**src/hw/rtl/pgsc_pkg.sv**
```systemverilog
// Shared types and constants of the PCM gain, soft clip and mixer block.
package pgsc_pkg;

    localparam logic [1:0] MODE_SILENCE = 2'd0;
    localparam logic [1:0] MODE_PASS    = 2'd1;
    localparam logic [1:0] MODE_PCM     = 2'd2;

    localparam logic [1:0] CFG_MODE   = 2'd0;
    localparam logic [1:0] CFG_GAIN   = 2'd1;
    localparam logic [1:0] CFG_STEREO = 2'd2;

    localparam logic OP_DIRECT = 1'b0;
    localparam logic OP_PCM    = 1'b1;

    localparam int KNEE_Q15   = 27853;
    localparam int HEAD_Q15   = 4915;
    localparam int GAIN_SHIFT = 12;
    localparam int QUOT_W     = 13;
    localparam logic [15:0] GAIN_RESET = 16'd4096;

    typedef struct packed {
        logic               op;
        logic signed [15:0] first;
        logic signed [15:0] second;
        logic               stereo;
        logic [15:0]        gain;
        logic               last;
        logic [31:0]        underrun;
        logic [31:0]        callback;
    } job_t;

endpackage

```
**src/hw/rtl/pcm_gain_soft_clip_mixer_core.sv**
```systemverilog
// Top level of the PCM gain, soft clip and mixer block.
// One request is one stereo frame slot and yields one output frame. Silence and
// passthrough requests go to the output register once it is free; a PCM request
// holds the back end through multiply, prepare, 13-bit soft clip divide and store
// per channel, then finish; both channels share the serial divider, which a
// channel under the knee skips. A two-entry queue lets the front end take requests
// and count underruns and callbacks while the back end works, until it is full.
// Configuration writes are always taken and act from the next request on.
module pcm_gain_soft_clip_mixer_core
    import pgsc_pkg::*;
(
    input  logic               clk,
    input  logic               rst_n,
    input  logic               cfg_valid,
    output logic               cfg_ready,
    input  logic [1:0]         cfg_index,
    input  logic [15:0]        cfg_data,
    input  logic               in_valid,
    output logic               in_stall,
    input  logic signed [15:0] ring_left,
    input  logic signed [15:0] ring_right,
    input  logic               ring_present,
    input  logic signed [15:0] host_first,
    input  logic signed [15:0] host_second,
    input  logic               host_present,
    input  logic               last_slot,
    output logic               out_valid,
    input  logic               out_stall,
    output logic signed [15:0] out_first,
    output logic signed [15:0] out_second,
    output logic [1:0]         channel_count,
    output logic               frame_last,
    output logic [31:0]        underrun_total,
    output logic [31:0]        callback_total
);

    logic q_full;
    logic q_push;
    job_t q_job;
    logic q_pop;
    logic q_valid;
    job_t q_head;

    pgsc_front u_front (
        .clk          (clk),
        .rst_n        (rst_n),
        .cfg_valid    (cfg_valid),
        .cfg_ready    (cfg_ready),
        .cfg_index    (cfg_index),
        .cfg_data     (cfg_data),
        .in_valid     (in_valid),
        .in_stall     (in_stall),
        .ring_left    (ring_left),
        .ring_right   (ring_right),
        .ring_present (ring_present),
        .host_first   (host_first),
        .host_second  (host_second),
        .host_present (host_present),
        .last_slot    (last_slot),
        .q_full       (q_full),
        .q_push       (q_push),
        .q_job        (q_job)
    );

    pgsc_queue u_queue (
        .clk        (clk),
        .rst_n      (rst_n),
        .push       (q_push),
        .push_job   (q_job),
        .full       (q_full),
        .pop        (q_pop),
        .head_valid (q_valid),
        .head_job   (q_head)
    );

    pgsc_back u_back (
        .clk            (clk),
        .rst_n          (rst_n),
        .q_valid        (q_valid),
        .q_head         (q_head),
        .q_pop          (q_pop),
        .out_valid      (out_valid),
        .out_stall      (out_stall),
        .out_first      (out_first),
        .out_second     (out_second),
        .channel_count  (channel_count),
        .frame_last     (frame_last),
        .underrun_total (underrun_total),
        .callback_total (callback_total)
    );

endmodule

```
**src/hw/rtl/pgsc_front.sv**
```systemverilog
// Front end: configuration registers, request classification and underrun and callback counters.
module pgsc_front
    import pgsc_pkg::*;
(
    input  logic               clk,
    input  logic               rst_n,
    input  logic               cfg_valid,
    output logic               cfg_ready,
    input  logic [1:0]         cfg_index,
    input  logic [15:0]        cfg_data,
    input  logic               in_valid,
    output logic               in_stall,
    input  logic signed [15:0] ring_left,
    input  logic signed [15:0] ring_right,
    input  logic               ring_present,
    input  logic signed [15:0] host_first,
    input  logic signed [15:0] host_second,
    input  logic               host_present,
    input  logic               last_slot,
    input  logic               q_full,
    output logic               q_push,
    output job_t               q_job
);

    logic [1:0]  mode_reg;
    logic [15:0] gain_reg;
    logic        stereo_reg;
    logic        ring_dry_reg;
    logic        ring_dry_next;
    logic [31:0] underrun_reg;
    logic [31:0] underrun_next;
    logic [31:0] callback_reg;
    logic [31:0] callback_next;
    logic        pcm_live;
    logic        dry_now;
    logic        new_underrun;

    assign cfg_ready = 1'b1;
    assign in_stall  = q_full;
    assign q_push    = in_valid && !q_full;

    always_comb
    begin
        pcm_live      = (mode_reg == MODE_PCM) && (gain_reg != 16'd0);
        new_underrun  = pcm_live && !ring_dry_reg && !ring_present;
        dry_now       = ring_dry_reg || new_underrun;
        underrun_next = underrun_reg + {31'd0, new_underrun};
        callback_next = callback_reg + {31'd0, last_slot};
        ring_dry_next = last_slot ? 1'b0 : dry_now;

        q_job.op       = OP_DIRECT;
        q_job.first    = '0;
        q_job.second   = '0;
        q_job.stereo   = stereo_reg;
        q_job.gain     = gain_reg;
        q_job.last     = last_slot;
        q_job.underrun = underrun_next;
        q_job.callback = callback_next;

        unique case (mode_reg)
            MODE_PASS:
            begin
                if (host_present)
                begin
                    q_job.first  = host_first;
                    q_job.second = stereo_reg ? host_second : 16'sd0;
                end
            end
            MODE_PCM:
            begin
                if (pcm_live && !dry_now)
                begin
                    q_job.op     = OP_PCM;
                    q_job.first  = ring_left;
                    q_job.second = ring_right;
                end
            end
            default:
            begin
            end
        endcase
    end

    always_ff @(posedge clk or negedge rst_n)
    begin
        if (!rst_n)
        begin
            mode_reg     <= MODE_SILENCE;
            gain_reg     <= GAIN_RESET;
            stereo_reg   <= 1'b1;
            ring_dry_reg <= 1'b0;
            underrun_reg <= '0;
            callback_reg <= '0;
        end
        else
        begin
            if (cfg_valid && cfg_ready)
            begin
                unique case (cfg_index)
                    CFG_MODE:   mode_reg   <= cfg_data[1:0];
                    CFG_GAIN:   gain_reg   <= cfg_data;
                    CFG_STEREO: stereo_reg <= cfg_data[0];
                    default:
                    begin
                    end
                endcase
            end
            if (q_push)
            begin
                ring_dry_reg <= ring_dry_next;
                underrun_reg <= underrun_next;
                callback_reg <= callback_next;
            end
        end
    end

endmodule

```
**src/hw/rtl/pgsc_queue.sv**
```systemverilog
// Two-entry request queue between the front end and the back end.
module pgsc_queue
    import pgsc_pkg::*;
(
    input  logic clk,
    input  logic rst_n,
    input  logic push,
    input  job_t push_job,
    output logic full,
    input  logic pop,
    output logic head_valid,
    output job_t head_job
);

    job_t       slot_reg [2];
    logic       wr_ptr_reg;
    logic       rd_ptr_reg;
    logic [1:0] count_reg;
    logic [1:0] count_next;

    assign full       = (count_reg == 2'd2);
    assign head_valid = (count_reg != 2'd0);
    assign head_job   = slot_reg[rd_ptr_reg];

    always_comb
    begin
        count_next = count_reg + {1'b0, push} - {1'b0, pop};
    end

    always_ff @(posedge clk)
    begin
        if (push)
        begin
            slot_reg[wr_ptr_reg] <= push_job;
        end
    end

    always_ff @(posedge clk or negedge rst_n)
    begin
        if (!rst_n)
        begin
            wr_ptr_reg <= 1'b0;
            rd_ptr_reg <= 1'b0;
            count_reg  <= '0;
        end
        else
        begin
            if (push)
            begin
                wr_ptr_reg <= !wr_ptr_reg;
            end
            if (pop)
            begin
                rd_ptr_reg <= !rd_ptr_reg;
            end
            count_reg <= count_next;
        end
    end

endmodule

```
**src/hw/rtl/pgsc_back.sv**
```systemverilog
// Back end: gain, serial soft clip divider, mono mix and output register.
module pgsc_back
    import pgsc_pkg::*;
(
    input  logic               clk,
    input  logic               rst_n,
    input  logic               q_valid,
    input  job_t               q_head,
    output logic               q_pop,
    output logic               out_valid,
    input  logic               out_stall,
    output logic signed [15:0] out_first,
    output logic signed [15:0] out_second,
    output logic [1:0]         channel_count,
    output logic               frame_last,
    output logic [31:0]        underrun_total,
    output logic [31:0]        callback_total
);

    localparam logic [2:0] S_IDLE  = 3'd0;
    localparam logic [2:0] S_MUL   = 3'd1;
    localparam logic [2:0] S_PREP  = 3'd2;
    localparam logic [2:0] S_DIV   = 3'd3;
    localparam logic [2:0] S_STORE = 3'd4;
    localparam logic [2:0] S_FIN   = 3'd5;

    logic [2:0]         state_reg;
    logic [2:0]         state_next;
    job_t               job_reg;
    logic               chan_reg;
    logic [20:0]        a_reg;
    logic               clip_reg;
    logic [33:0]        num_reg;
    logic [33:0]        dvs_reg;
    logic [QUOT_W-1:0]  quot_reg;
    logic [3:0]         cnt_reg;
    logic signed [15:0] res_first_reg;
    logic signed [15:0] res_second_reg;

    logic               out_valid_reg;
    logic signed [15:0] out_first_reg;
    logic signed [15:0] out_second_reg;
    logic               out_stereo_reg;
    logic               out_last_reg;
    logic [31:0]        out_underrun_reg;
    logic [31:0]        out_callback_reg;

    logic               out_free;
    logic signed [15:0] samp;
    logic [16:0]        mag;
    logic [32:0]        prod;
    logic [32:0]        rounded;
    logic [20:0]        d;
    logic [20:0]        den;
    logic [33:0]        hd;
    logic               ge;
    logic [15:0]        clip_sum;
    logic [14:0]        y;
    logic signed [15:0] y_signed;
    logic signed [16:0] mix_sum;

    assign out_free = !out_valid_reg || !out_stall;

    always_comb
    begin
        samp     = chan_reg ? job_reg.second : job_reg.first;
        mag      = samp[15] ? 17'(~{samp[15], samp} + 17'd1) : {1'b0, samp};
        prod     = {16'd0, mag} * {17'd0, job_reg.gain};
        rounded  = prod + 33'(1 << (GAIN_SHIFT - 1));
        d        = a_reg - 21'(KNEE_Q15);
        den      = d + 21'(HEAD_Q15);
        hd       = {13'd0, d} * {21'd0, 13'(HEAD_Q15)};
        ge       = (num_reg >= dvs_reg);
        clip_sum = 16'(KNEE_Q15) + {3'd0, quot_reg};
        if (!clip_reg)
        begin
            y = a_reg[14:0];
        end
        else if (clip_sum > 16'd32767)
        begin
            y = 15'h7FFF;
        end
        else
        begin
            y = clip_sum[14:0];
        end
        y_signed = samp[15] ? -$signed({1'b0, y}) : $signed({1'b0, y});
        mix_sum  = {res_first_reg[15], res_first_reg} + {res_second_reg[15], res_second_reg};
    end

    always_comb
    begin
        state_next = state_reg;
        q_pop      = 1'b0;
        unique case (state_reg)
            S_IDLE:
            begin
                if (q_valid && out_free)
                begin
                    q_pop = 1'b1;
                    if (q_head.op == OP_PCM)
                    begin
                        state_next = S_MUL;
                    end
                end
            end
            S_MUL:   state_next = S_PREP;
            S_PREP:  state_next = (a_reg <= 21'(KNEE_Q15)) ? S_STORE : S_DIV;
            S_DIV:   state_next = (cnt_reg == 4'(QUOT_W - 1)) ? S_STORE : S_DIV;
            S_STORE: state_next = chan_reg ? S_FIN : S_MUL;
            S_FIN:   state_next = out_free ? S_IDLE : S_FIN;
            default: state_next = S_IDLE;
        endcase
    end

    always_ff @(posedge clk)
    begin
        unique case (state_reg)
            S_IDLE:
            begin
                job_reg  <= q_head;
                chan_reg <= 1'b0;
            end
            S_MUL:
            begin
                a_reg <= rounded[32:GAIN_SHIFT];
            end
            S_PREP:
            begin
                clip_reg <= (a_reg > 21'(KNEE_Q15));
                num_reg  <= hd + {14'd0, den[20:1]};
                dvs_reg  <= {13'd0, den} << (QUOT_W - 1);
                quot_reg <= '0;
                cnt_reg  <= '0;
            end
            S_DIV:
            begin
                if (ge)
                begin
                    num_reg <= num_reg - dvs_reg;
                end
                quot_reg <= {quot_reg[QUOT_W-2:0], ge};
                dvs_reg  <= dvs_reg >> 1;
                cnt_reg  <= cnt_reg + 4'd1;
            end
            S_STORE:
            begin
                if (chan_reg)
                begin
                    res_second_reg <= y_signed;
                end
                else
                begin
                    res_first_reg <= y_signed;
                end
                chan_reg <= 1'b1;
            end
            default:
            begin
            end
        endcase
    end

    always_ff @(posedge clk)
    begin
        if (state_reg == S_IDLE && q_pop)
        begin
            out_first_reg    <= q_head.first;
            out_second_reg   <= q_head.second;
            out_stereo_reg   <= q_head.stereo;
            out_last_reg     <= q_head.last;
            out_underrun_reg <= q_head.underrun;
            out_callback_reg <= q_head.callback;
        end
        else if (state_reg == S_FIN && out_free)
        begin
            out_first_reg    <= job_reg.stereo ? res_first_reg : mix_sum[16:1];
            out_second_reg   <= job_reg.stereo ? res_second_reg : 16'sd0;
            out_stereo_reg   <= job_reg.stereo;
            out_last_reg     <= job_reg.last;
            out_underrun_reg <= job_reg.underrun;
            out_callback_reg <= job_reg.callback;
        end
    end

    always_ff @(posedge clk or negedge rst_n)
    begin
        if (!rst_n)
        begin
            state_reg     <= S_IDLE;
            out_valid_reg <= 1'b0;
        end
        else
        begin
            state_reg <= state_next;
            if ((state_reg == S_IDLE && q_pop && q_head.op == OP_DIRECT)
                || (state_reg == S_FIN && out_free))
            begin
                out_valid_reg <= 1'b1;
            end
            else if (!out_stall)
            begin
                out_valid_reg <= 1'b0;
            end
        end
    end

    assign out_valid      = out_valid_reg;
    assign out_first      = out_first_reg;
    assign out_second     = out_second_reg;
    assign channel_count  = out_stereo_reg ? 2'd2 : 2'd1;
    assign frame_last     = out_last_reg;
    assign underrun_total = out_underrun_reg;
    assign callback_total = out_callback_reg;

endmodule

```
**config.mk**
```make
export PLATFORM = sky130hd
export DESIGN_NAME = pcm_gain_soft_clip_mixer_core
export DESIGN_NICKNAME = d
export VERILOG_FILES = /design/src/hw/rtl/pgsc_pkg.sv /design/src/hw/rtl/pcm_gain_soft_clip_mixer_core.sv /design/src/hw/rtl/pgsc_front.sv /design/src/hw/rtl/pgsc_queue.sv /design/src/hw/rtl/pgsc_back.sv
export SDC_FILE = /design/constraint.sdc
export NUM_CORES = 2
export LEC_CHECK = 0
export ABC_AREA = 1
export BUFFER_PORTS_ARGS = -buffer_cell sky130_fd_sc_hd__buf_2
export CAP_MARGIN = 20
export CELL_PAD_IN_SITES_DETAIL_PLACEMENT = 0
export CELL_PAD_IN_SITES_GLOBAL_PLACEMENT = 1
export CORE_MARGIN = 4
export CORE_UTILIZATION = 33
export CTS_BUF_LIST = sky130_fd_sc_hd__clkbuf_16
export DETAILED_ROUTE_END_ITERATION = 8
export GPL_TIMING_DRIVEN = 0
export PLACE_DENSITY_LB_ADDON = 0.2
export RECOVER_POWER = 100
export SETUP_SLACK_MARGIN = 0.02
export SLEW_MARGIN = 30
export SYNTH_ARGS = -nofsm -noshare
export SYNTH_HDL_FRONTEND = slang
export SYNTH_SLANG_ARGS = --single-unit
```
**constraint.sdc**
```tcl
create_clock -name clk -period 12.41 [get_ports clk]
set_clock_uncertainty 0.05 [all_clocks]
set_input_delay 0 -clock clk [delete_from_list [all_inputs] [get_ports clk]]
set_output_delay 0 -clock clk [all_outputs]
set_load 0.01 [all_outputs]
```
-- Word level (Yosys, flattened, before mapping)
Memory sizes are Yosys's and may differ from the RTL's.
Cells that the tools add are included.
- bits in registers: 444
- bits in latches: 0
- bits in writable memories: 230
- ROM bits: 0
- input bits: 90
- output and inout port bits: 102
- logic and storage cells: 151
- memories: 1
- add/subtract/negate cells: 14
- $mul: 2
- divide/modulo/power cells: 0
- $lt $le $gt $ge: 4
- equality and inequality tests: 15
- shifts and indexed selects: 0
- mux-type cells: 45
- bitwise operators: 3
- reductions and logical operators: 34
- memories (name ; depth ; bits a word ; rd ports ; clocked after Yosys merged registers in ; write ports ; line ; source):
    u_queue.slot_reg ; 2 ; 115 ; 1 ; 0 ; 1 ; pgsc_queue.sv:15 ; job_t slot_reg [2];
- operators by type and width (cell ; number):
    two-way mux 32 bit ; 5
    two-way mux 16 bit ; 9
    case mux 34 bit (2 select lines) ; 2
    adder 32 x 1 -> 32 bit ; 2
    case mux 32 bit (2 select lines) ; 1
    adder 34 x 20 -> 34 bit ; 1
    >= comparator 34 bit ; 1
    multiplier 21 x 13 -> 34 bit, second input constant ; 1
    two-way mux 34 bit ; 1
    subtractor 34 bit ; 1
    adder 33 x 12 -> 33 bit, second input constant ; 1
    multiplier 17 x 16 -> 33 bit ; 1
    two-way mux 33 bit ; 1
    two-way mux 15 bit ; 2
    case mux 13 bit (2 select lines) ; 1
    adder 21 x 13 -> 21 bit, second input constant ; 1
    > comparator 21 x 15 -> 1 bit, second input constant ; 1
    less-or-equal comparator 21 x 15 -> 1 bit, second input constant ; 1
    subtractor 21 x 15 -> 21 bit, second input constant ; 1
    two-way mux 3 bit ; 6
    case mux 3 bit (6 select lines) ; 1
    adder 16 x 16 -> 17 bit ; 1
    adder 17 x 1 -> 17 bit, second input constant ; 1
    two-way mux 17 bit ; 1
    other kinds (27) ; 73

-- Depth between registers and ports, before layout
- word-level depth: 9
- depth in mapped cells: 38
- gate-level depth less buffers: 37

-- Cells and area by module
From an unflattened synthesis, not the netlist that was laid out.
- cells, all modules: 5370
- area, all modules: 47923.5 um^2
- by module, submodules not included (module ; instances ; cells an instance ; area an instance (um^2) ; sequential area each (um^2)):
    pgsc_back ; 1 ; 3815 ; 33159.3 ; 10640.2
    pgsc_queue ; 1 ; 625 ; 8852.2 ; 7006.7
    pgsc_front ; 1 ; 930 ; 5911.9 ; 2104.5

-- Least setup slack after synthesis
No wires, ideal clock.
- path type: register to register
- start point: register u_back.state_reg[1]
- end point: register u_back.out_callback_reg[0] (netlist: u_back.callback_total[0]) (enable)
- setup time: 690 ps
- arrival time: 10491 ps
- required time: 11670 ps
- setup slack: 1179 ps
- cell stages (with the launch flop): 6
- buffers on the path: 0
- clock period less this slack: 11231 ps
- cell sequence: dfrtp_1 -> nor2_1 -> inv_1 -> nor2_1 -> nand2_1 -> o21ai_0
- word-level cells in the longest chain between the ends: 4
- elaborated cells on any way between the ends: 6
- those cells by class: eq/ne (1); mux (1); reduce/logical (4)
- ends and longest elaborated chain (item ; line ; source):
    start: declaration ; pgsc_back.sv:27 ; logic [2:0] state_reg;
    start signal: assignment ; pgsc_back.sv:195 ; state_reg <= state_next;
    logical NOT 3 bit ; pgsc_back.sv:95, pgsc_back.sv:166 ;
    two-way mux 1 bit ; pgsc_back.sv:95 ; unique case (state_reg)
    logical AND 1 bit ; pgsc_back.sv:166 ; if (state_reg == S_IDLE && q_pop)
    nonzero test 2 bit (no line) (*) ; n/a ;
    end signal: assignment ; pgsc_back.sv:173 ; out_callback_reg <= q_head.callback;
    end signal: assignment ; pgsc_back.sv:182 ; out_callback_reg <= job_reg.callback;
    end: declaration ; pgsc_back.sv:46 ; logic [31:0] out_callback_reg;
Mark *: on every way between the ends. The rest lies on a longest branch, timed or not.
A chain may end at the register's enable or synchronous reset.

-- Final worst setup path
- start point: register u_back.chan_reg
- end point: register u_back.a_reg[17], data pin
- word-level cells in the longest chain between the ends: 6
- ends and longest elaborated chain (item ; line ; source):
    start: declaration ; pgsc_back.sv:30 ; logic chan_reg;
    start signal: assignment ; pgsc_back.sv:122 ; chan_reg <= 1'b0;
    start signal: assignment ; pgsc_back.sv:156 ; chan_reg <= 1'b1;
    two-way mux 16 bit (*) ; pgsc_back.sv:66 ; samp = chan_reg ? job_reg.second : job_reg.first;
    NOT 17 bit ; pgsc_back.sv:67 ; mag = samp[15] ? 17'(~{samp[15], samp} + 17'd1) : {1'b0, samp};
    adder 17 x 1 -> 17 bit ; pgsc_back.sv:67 ;
    two-way mux 17 bit (*) ; pgsc_back.sv:67 ;
    multiplier 17 x 16 -> 33 bit (*) ; pgsc_back.sv:68 ; prod = {16'd0, mag} * {17'd0, job_reg.gain};
    adder 33 x 12 -> 33 bit (*) ; pgsc_back.sv:69 ; rounded = prod + 33'(1 << (GAIN_SHIFT - 1));
    net u_back.rounded[29] ; pgsc_back.sv:52 ; logic [32:0] rounded;
    end signal: assignment ; pgsc_back.sv:126 ; a_reg <= rounded[32:GAIN_SHIFT];
    end: declaration ; pgsc_back.sv:31 ; logic [20:0] a_reg;
Mark *: on every way through the listed nets, which the timed path passes. The rest lies on a longest branch.

==> impl_metrics.env <==
export IMPL_post_cts_resized=0
export IMPL_grt_use_total=0.195
export IMPL_portBuffers=190
export IMPL_grt_pass1_wl_um=218000
export IMPL_synth_cells=4976
export IMPL_worstMarginPinSlew_ns=3.27
export IMPL_drive_gt1_frac=0.0518
export IMPL_detailed_place_hpwl_um=116000
export IMPL_first_global_vias=35400
export IMPL_core_um2=140000
export IMPL_largest_reg_flops=230
export IMPL_startpoint="u_back.chan_reg"
export IMPL_synth_xor_area_share=0.0291
export IMPL_synth_area_leaders="edfxtp_1, fa_1, nand2_1"
export IMPL_cts_sinks=673
export IMPL_die_area_um2=147000
export IMPL_ant_nets=0
export IMPL_place_area_um2=50600
export IMPL_crit_path_start_kind="flip-flop"
export IMPL_async_flop_share=0.137
export IMPL_setup_violations=0
export IMPL_endpoint_kind="flip-flop"
export IMPL_synthSimpleGateAreaFrac=0.179
export IMPL_grtUsageMet1=0.265
export IMPL_cts_root_buf="clkbuf_16"
export IMPL_max_freq_mhz=104
export IMPL_gp_congestion=0.885
export IMPL_areaGrowthSynthToFinish_pct=15.1
export IMPL_hold_violations=0
export IMPL_ys_seq_elements=673
export IMPL_io_pins=192
export IMPL_slew_headroom=-1.18
export IMPL_rsz0062_at_grt="false"
export IMPL_wl_per_cell_um=19.6
export IMPL_synth_edf_count=581
export IMPL_drt_iter0_drc=2273
export IMPL_start_util=0.332
export IMPL_r2r_start="u_back.chan_reg"
export IMPL_synth_top_family_by_area="adder cells"
export IMPL_cts_tree="built"
export IMPL_final_area_um2=53400
export IMPL_cts_buffer_depth=3
export IMPL_crit_path_max_incr_delay_ns=0.90
export IMPL_worst_hold_path_type="input pin to flip-flop"
export IMPL_drt_total_wl_um=144000
export IMPL_netlist_area_um2=46400
export IMPL_cp_common_cell="fa_1"
export IMPL_nNetsFinal=6096
export IMPL_cts_buffers_inserted=78
export IMPL_yosysTopAreaCell="edfxtp_1"
export IMPL_ys_seq_area_frac=0.426
export IMPL_synthMuxAreaShare=0.00413
export IMPL_synth_flop_cell="edfxtp_1"
export IMPL_crit_required_ns=12.75
export IMPL_yosysTopAreaCellShare=0.376
export IMPL_cts_setup_buffers=0
export IMPL_vias_per_cell=4.79
export IMPL_yosysMostFrequentCell="nand2_1"
export IMPL_worstHoldStart="cfg_data[13]"
export IMPL_vias=35200
export IMPL_yosysWarnings=0
export IMPL_avgSynthCellArea_um2=9.32
export IMPL_fp_dieH_um=383
export IMPL_post_route_period_util=0.775
export IMPL_crit_type="flip-flop to flip-flop"
export IMPL_status="finished with violations"
export IMPL_synth_compound_gate_area_share=0.0714
export IMPL_overflow=0
export IMPL_crit_slowest_cell="o21ai_0"
export IMPL_grt_busiest_layer="met2"
export IMPL_met3_usage=0.0232
export IMPL_grt_max_degree=53
export IMPL_drv_cap=8
export IMPL_ys_types=65
export IMPL_period_needed_ns=9.62
export IMPL_dr_pass1_iters=5
export IMPL_postCtsHoldBufs=101
export IMPL_num_rows=137
export IMPL_die_x_um=383
export IMPL_grtUsageMet2=0.331
export IMPL_htreeDepth=3
export IMPL_drc_errors=0
export IMPL_synth_top_cells_by_count="nand2_1, inv_1, edfxtp_1, nor2_1, fa_1"
export IMPL_crit_arrival_ns=9.96
export IMPL_synth_fa_ha_area_frac=0.215
export IMPL_critical_path_peak_fanout=10
export IMPL_whs_ns=0.0594
export IMPL_violations="max-capacitance violations, max-slew violations"
export IMPL_insertion_delay_ns=0.68
export IMPL_path_clk_slew_ns=0.06
export IMPL_slew_viol_final=205
export IMPL_antenna_found_initial=1
export IMPL_fill_cells=14400
## critical path, delay by kind of cell, from the launching register on
| kind | cells | cell delay (ns) |
|---|---|---|
| buffers and inverters | 6 | 1.63 |
| AO/OA/AOI/OAI | 4 | 1.52 |
| XOR/XNOR | 1 | 0.07 |
| AND/OR/NAND/NOR | 10 | 1.74 |
| flip-flops | 1 | 0.47 |
| adder cells (fa/ha/maj) | 8 | 3.86 |
## layer usage
layer  part of all wire  up-vias
met3              0.040      156
met2               0.48      713
met4              0.024        0
met1               0.45    17300
li1                   -    17000
met5                  0        -
## final timing paths
check                                          endpoint  slack [ns]  depth (start not counted)
worst max-delay path                   u_back.a_reg[17]        2.79                         29
worst min-delay path               u_front.gain_reg[13]        0.06                          3
worst max register to register         u_back.a_reg[17]        2.79                         29
worst min register to register  u_front.underrun_reg[0]        0.44                          2
max in group asynchronous           u_back.state_reg[0]        8.51                          4
min in group asynchronous            u_front.stereo_reg        0.65                          3
## per-stage QoR
stage	setup TNS, ns	std cells	worst slack, ns	util
after global routing	0	7335	2.17	0.383
after CTS	0	7335	3.34	0.390
after detailed placement	0	7088	3.35	0.363
final	0	7336	2.79	0.383
after global placement	-1011.10	7057	-8.57	0.356
after floorplan	0	4991	1.18	-
## layout by cell type (no fill, tap or decap), types with 5 or more instances in the layout
cell,count
mux2_2,14
nand2_1,1234
a22o_1,15
bufinv_16,11
inv_1,791
a21oi_1,192
nand4_1,59
clkbuf_1,242
xor2_1,119
ha_1,304
o21ai_2,10
nor4_1,22
nand3_1,165
o221ai_1,5
edfxtp_1,581
clkinv_2,10
conb_1,17
nand2_2,5
nor3_1,42
nand3b_1,10
nor2_1,454
clkinv_1,19
fa_1,309
a31oi_1,80
nor2_2,11
buf_2,94
dfrtp_1,90
o21ai_0,211
a21o_1,18
or2_2,11
o211ai_1,5
clkbuf_16,82
dlygate4sd3_1,100
o21a_1,12
o21bai_1,8
xnor2_1,33
or2_1,6
## logic make-up (layout without fill, tap and decap cells)
kind of cell / count (synthesis) / count (layout)
mux: 17 / 17
xor+xnor: 153 / 153
other cells: 2 / 18
simple gates: 2029 / 2029
fa+ha+maj: 613 / 613
buf+inv: 909 / 1377
compound gates: 580 / 580
flops: 673 / 673
## area by class of cell
cell class	count	area, µm²	area share
multi-input cells	3409	23100	0.433
flip-flops and latches	673	19800	0.370
inverters	785	2950	0.0552
well taps	1876	2350	0.0440
clock buffers	82	2050	0.0384
repair buffers	322	1940	0.0364
clock inverters	64	687	0.0129
plain buffers	124	512	0.00959
diodes	1	2.50	0.0000469
Power is not shown: default switching activity piles up to over one toggle a cycle in this logic, so the estimate is an artifact.
